### src/hdl/lifnu_pkg.sv
// shared types, constants and codes for the lif neuron layer update block
`default_nettype none
package lifnu_pkg;

   // layer size and derived storage geometry
   localparam int NEURONS  = 64;
   localparam int NEURON_W = 6;
   localparam int DEPTH    = (NEURONS < (1 << NEURON_W)) ? NEURONS : (1 << NEURON_W);
   localparam int ADDR_W   = (DEPTH > 1) ? $clog2(DEPTH) : 1;

   // item kinds
   localparam logic [1:0] MODE_LOAD  = 2'd0;
   localparam logic [1:0] MODE_STEP  = 2'd1;
   localparam logic [1:0] MODE_CLEAR = 2'd2;

   // reset values of the per-neuron parameters
   localparam logic signed [31:0] THRESHOLD_RESET = 32'sd65536;
   localparam logic [15:0]        DECAY_RESET     = 16'd32768;
   localparam logic [15:0]        COUNT_MAX       = 16'hFFFF;

   typedef struct packed {
      logic [1:0]          mode;
      logic [NEURON_W-1:0] neuron;
      logic signed [31:0]  input_current;
      logic signed [31:0]  threshold;
      logic [15:0]         current_decay;
      logic [15:0]         voltage_decay;
   } req_type;

   typedef struct packed {
      logic               spike;
      logic signed [31:0] voltage;
      logic signed [31:0] trace;
      logic [15:0]        spike_total;
   } rsp_type;

   // control from the sequencer to the neuron store
   typedef struct packed {
      logic              rd_en;
      logic              par_we;
      logic              dyn_we;
      logic              clear_all;
      logic [ADDR_W-1:0] addr;
   } store_cmd_type;

   // registered read data of one neuron
   typedef struct packed {
      logic signed [31:0] voltage;
      logic signed [31:0] trace;
      logic signed [31:0] threshold;
      logic [15:0]        current_decay;
      logic [15:0]        voltage_decay;
   } store_rd_type;

endpackage
`default_nettype wire

### src/hdl/lifnu_arith.sv
// shared arithmetic unit: registered q16 fractional multiply and saturating add/subtract
`default_nettype none
module lifnu_arith (
   input  wire logic               clock,
   input  wire logic               mul_en,
   input  wire logic signed [31:0] mul_a,
   input  wire logic        [15:0] mul_f,
   output      logic signed [31:0] prod_q,
   input  wire logic signed [31:0] add_a,
   input  wire logic signed [31:0] add_b,
   input  wire logic               add_sub,
   output      logic signed [31:0] sum
);
   import lifnu_pkg::*;

   logic signed [48:0] product;
   logic signed [32:0] wide_sum;
   logic signed [31:0] prod_ff;

   // signed by unsigned q0.16 product, arithmetic shift gives the floor
   assign product = mul_a * $signed({1'b0, mul_f});

   always_ff @(posedge clock) begin
      if (mul_en) begin
         prod_ff <= product[47:16];
      end
   end

   assign prod_q = prod_ff;

   // 33-bit sum, clamp to the signed 32-bit range
   always_comb begin
      if (add_sub) begin
         wide_sum = {add_a[31], add_a} - {add_b[31], add_b};
      end else begin
         wide_sum = {add_a[31], add_a} + {add_b[31], add_b};
      end
      if (wide_sum[32] != wide_sum[31]) begin
         sum = wide_sum[32] ? 32'sh8000_0000 : 32'sh7FFF_FFFF;
      end else begin
         sum = wide_sum[31:0];
      end
   end

endmodule
`default_nettype wire

### config.mk
export PLATFORM = sky130hd
export DESIGN_NAME = lifnu_arith
export DESIGN_NICKNAME = d
export VERILOG_FILES = /design/src/hdl/lifnu_pkg.sv /design/src/hdl/lifnu_arith.sv
export SDC_FILE = /design/constraint.sdc
export NUM_CORES = 1
export LEC_CHECK = 0
export BUFFER_PORTS_ARGS = -buffer_cell sky130_fd_sc_hd__buf_2
export CAP_MARGIN = 20
export CORE_MARGIN = 2
export CORE_UTILIZATION = 58
export CTS_BUF_LIST = sky130_fd_sc_hd__clkbuf_4
export DETAILED_ROUTE_END_ITERATION = 10
export PLACE_DENSITY = 0.81
export SLEW_MARGIN = 25
export SYNTH_ARGS = -nofsm -noshare
export SYNTH_HDL_FRONTEND = slang
export SYNTH_SLANG_ARGS = --single-unit
### constraint.sdc
create_clock -name clock -period 6.4 [get_ports clock]
set_input_delay 0.32 -clock clock [delete_from_list [all_inputs] [get_ports clock]]
set_output_delay 0.32 -clock clock [all_outputs]
set_load 0.005 [all_outputs]
; After elaboration in Yosys (flattened, before gate mapping)
; Cells that the tools add are included.
[classes]
addsub = 2
mul = 1
div = 0
magnitude_cmp = 0
n_eq_ne = 1
n_shift = 0
mux = 3
n_bitwise = 0
n_reduce_logical = 0
[op_table]
columns = operator, n
row1 = 32-bit 2-to-1 mux, 2
row2 = 32-bit by 17-bit multiplier with 48-bit output, 1
row3 = 32-bit by 32-bit adder with 33-bit output, 1
row4 = 33-bit 2-to-1 mux, 1
row5 = 32-bit by 32-bit subtractor with 33-bit output, 1
row6 = 1-bit inequality test, 1
[totals]
ff_bits = 32
latchBits = 0
mem_bits_rw = 0
rom_bits = 0
inputBits = 115
output_inout_bits = 64
wordCells = 8
n_memories = 0

; Depth between registers and ports, before layout
[depth]
ltp_word = 4
mapped_depth = 23
mapped_depth_nobuf = 22

; Least setup slack after synthesis
; OpenSTA, ideal clock, no wires.
[synth_path]
path_type = input -> register
startpoint = in mul_f[2]
endpoint = reg prod_ff[26], in the netlist prod_q[26] (data pin)
setup_ns = 0.262
t_arrival_ns = 5.817
required_ns = 6.138
path_slack_ns = 0.322
path_stages = 22
path_buffers = 2
cell_sequence = clkbuf_1 and2_1 fa_1 inv_1 fa_1 fa_1 fa_1 inv_1 fa_1 inv_1 fa_1 inv_1 ha_1 a211oi_1 o221ai_1 nand4_1 and4b_1 clkbuf_1 o2111ai_1 a311o_1 a211oi_1 xnor2_1
[synth_between]
elab_chain_cells = 1
[synth_rtl]
columns = element, line
row1 = "start, declared", lifnu_arith.sv:7  ; input wire logic [15:0] mul_f,
row2 = 32-bit by 17-bit multiplier with 48-bit output, lifnu_arith.sv:21  ; assign product = mul_a * $signed({1'b0, mul_f});
row3 = via product[42], lifnu_arith.sv:16  ; logic signed [48:0] product;
row4 = "end signal, assigned", lifnu_arith.sv:25  ; prod_ff <= product[47:16];
row5 = "end, declared", lifnu_arith.sv:18  ; logic signed [31:0] prod_ff;
; The timed path passes the listed nets, and every way through them passes these cells.
; A chain may end at the register's enable or synchronous reset.

; Final worst setup path
[layout_path]
startpoint = in mul_f[5]
endpoint = reg prod_ff[24], in the netlist prod_q[24] (data pin)
; The elaborated chain is that of the path after synthesis.

==> metrics.json <==
{
  "synthesis": {
    "yosys_warnings": 0,
    "synth.top_cell.area_share_pct": 45.7,
    "ys.flop_type": "edfxtp_1",
    "synth_cells": 2409,
    "seq_area_frac_synth_pct": 4.54,
    "netlist_area_mm2": 0.0212,
    "proportion_of_register_bits_with_asynchronous_set_or_reset_after_synthesis_pct": 0,
    "mappedNetlistNets": 3152,
    "post_synth_num_cell_types": 68,
    "yosysTopAreaCell": "fa_1",
    "synth.top_cells.by_area": "fa_1 46%, inv_1 10%, ha_1 8.6%",
    "synth-edff-count": 32,
    "ys_seq_elements": 32,
    "postSynthAreaPerCell_um2": 8.78
  },
  "clock_tree": {
    "clock-root-buffer": "clkbuf_4",
    "cts_inserted_buffers": 5,
    "clkSinkCount": 32,
    "cts.clk_slew.worst_paths_ns": 0.16,
    "cts_tree": "built",
    "clock_tree.htree_level_count": 2,
    "largest_buffer_count_on_any_clock_path": 2,
    "post_cts_setup_buffer_count": 0,
    "cts_stage_hold_buffer_count": 0,
    "cts-resized-gates": 0
  },
  "detailed_routing": {
    "dr.first_iter.drc_count": 1282,
    "via_per_inst": 5.61,
    "totalWireLength_um": 55600,
    "drt_first_pass_iters": 6,
    "ant_nets": 0,
    "drt_drc_violations_left": 0,
    "dr_total_vias": 17300,
    "drt-wirelength-per-cell_um": 18.1
  },
  "die": {
    "fp.dieH_um": 195,
    "initial_standard_cell_utilization_of_the_core_pct": 59.2,
    "dieArea_mm2": 0.0380,
    "die_width_um": 195,
    "floorplan.io_pins": 179,
    "core_mm2": 0.0357,
    "std_cell_rows": 69
  },
  "timing": {
    "slew_headroom_pct": 28.9,
    "grt_setup_unrepaired": "false",
    "final_hold_viol_count": 0,
    "max_freq_mhz": 164,
    "final_period_minus_worst_setup_slack_ns": 6.10,
    "worst_pin_slew_ns": 1.07,
    "report.final.setup_viol": 0,
    "fin_crit_sh_pct": 95.3,
    "slew_violations": 0,
    "timing.setup.tns_ns": 0
  },
  "grt": {
    "grt.met3_usage_pct": 5.35,
    "first_global_vias": 19100,
    "grt_use_met2_pct": 53.5,
    "grt_pass1_wl_um": 93300,
    "top_usage_layer": "met2",
    "global_route_total_overflow": 0,
    "gr-usage-all-layers_pct": 31.1,
    "initial_antenna_violation_count": 11,
    "met1_usage_pct": 38.1,
    "maximum_number_of_pins_on_one_net_before_global_route_repair": 36
  },
  "worst_setup_path": {
    "critPathMostFrequentCell": "fa_1",
    "cp-end-kind": "flop",
    "slowest_stage": "fa_1",
    "critical_path.startpoint": "mul_f[5]",
    "critPathRequiredTime_ns": 6.64,
    "worst_setup_path_endpoint": "prod_q[24]",
    "critPathArrivalTime_ns": 6.34,
    "crit_type": "input port to flop",
    "worst-path-stages": 23,
    "crit_chain": "buf_2, buf_4, buf_4, and2_1, fa_1, inv_1, fa_1, fa_1, inv_1, fa_1, fa_1, inv_1, fa_1, inv_1, ha_1, a21o_1, a21o_1, a21oi_1, or2_2, or3_1, a31oi_1, o31ai_1, a21boi_0",
    "slowest_delay_ns": 0.59,
    "worstSetupStartpointType": "input port",
    "crit_fanout": 16,
    "critical_path_buf_inv_count": 7,
    "critical-path-top-delay-family": "adder cells"
  },
  "place": {
    "gpl.final_weighted_congestion": 0.958,
    "port_buffers": 178,
    "sum_of_net_half_perimeters_after_detailed_placement_um": 46600
  },
  "status": {
    "outcome": "completed"
  },
  "finish": {
    "area_of_combinational_cells_with_multiple_inputs_mm2": 0.0176,
    "register_area_um2": 961,
    "nets": 3346,
    "area_delta_synth_final_pct": 9.53,
    "fillCellCount": 2879,
    "drive_gt1_share_pct": 12.7,
    "largest_register_ffs": 32
  },
  "flow_run": {
    "maxCapViolCount": 0
  },
  "min_path": {
    "worst_hold_startpoint": "mul_en",
    "min-delay-path-class": "input port to flop"
  }
}
## Yosys cell counts (all sizes together), types with 2 or more instances
| library cell | number |
|---|---|
| o31ai | 10 |
| mux2i | 2 |
| a2111oi | 4 |
| a211oi | 15 |
| clkbuf | 95 |
| nor3 | 17 |
| o21ai | 37 |
| maj3 | 7 |
| nand3 | 25 |
| ha | 145 |
| fa | 483 |
| or3 | 7 |
| a31oi | 16 |
| and3 | 10 |
| o21bai | 7 |
| xor2 | 17 |
| or4 | 7 |
| nand2 | 316 |
| o221ai | 2 |
| o211ai | 6 |
| nand4 | 13 |
| nor2b | 8 |
| a21oi | 89 |
| xnor2 | 72 |
| o211a | 3 |
| nor4b | 3 |
| nor3b | 2 |
| and2 | 229 |
| nor4 | 7 |
| edfxtp | 32 |
| a21boi | 7 |
| and4 | 2 |
| nand2b | 4 |
| o2111ai | 3 |
| inv | 591 |
| a211o | 5 |
| or2 | 5 |
| a21o | 26 |
| o21a | 5 |
| buf | 7 |
| nor2 | 57 |
## cell type report
class,instances,share of cell area [%]
antenna,11,0.119
timing repair buffer,288,7.52
multi-input combinational,1685,75.8
inverter,591,9.57
clock buffer,5,0.162
tap,461,2.49
sequential,32,4.15
clock inverter,3,0.162
## through the flow
stage	utilization (%)	instance area [um2]	instances	hold WS, ns	setup WS, ns
after floorplan	-	21200	2409	0.432	0.322
after global placement	64.5	23100	3056	0.713	-0.0447
after detailed placement	64.5	23100	3056	0.712	-0.160
after CTS	64.7	23100	3064	0.488	0.329
after global routing	64.8	23200	3072	0.519	0.0503
final	64.8	23200	3076	0.492	0.298
## how the worst min path moves through the flow
stage	to	slack (ns)	depth (start not counted)
6_report	prod_q[8]	0.49	1
5_1_grt	prod_q[8]	0.52	1
4_1_cts	prod_q[7]	0.49	1
3_5_place_dp	prod_q[5]	0.71	1
3_3_place_gp	prod_q[21]	0.71	1
2_1_floorplan	prod_q[0]	0.43	0
## cell families (layout without fill, tap and decap cells)
kind of cell / Yosys count / in the layout / share of synthesized area (%)
compound gates: 245 / 246 / 7.85
xor+xnor: 89 / 89 / 3.68
fa+ha+maj: 635 / 635 / 54.6
buf+inv: 693 / 887 / 12.4
flops: 32 / 32 / 4.54
mux: 2 / 2 / 0.0946
other cells: 0 / 11 / 0
simple gates: 713 / 713 / 16.8
## layout by cell type, fill, tap and decap left out, types with 5 or more instances in the layout
cell	instances
fa_1	483
diode_2	11
buf_2	178
a211oi_1	12
edfxtp_1	32
o21ai_0	33
nor3_1	17
o31ai_1	9
ha_1	145
o21bai_1	7
or4_1	7
xor2_1	17
or3_1	6
nor2_1	57
a21o_1	26
xnor2_1	72
clkbuf_4	5
o21a_1	5
a21oi_1	72
inv_1	591
buf_4	108
nand3_1	24
and2_1	229
maj3_1	7
o211ai_1	5
a21oi_2	17
nor2b_1	8
nand4_1	13
nand2_1	316
and3_1	10
a31oi_1	15
a21boi_0	7
## metal layers
layer	vias up	routed length, um
met4	4	2870
met5	-	30
met1	8593	20400
met2	793	27600
li1	7637	-
met3	225	4680
Power is left out: the tool's default activity adds up to more than one toggle a clock period on the data nets, which glitch-free logic cannot reach.
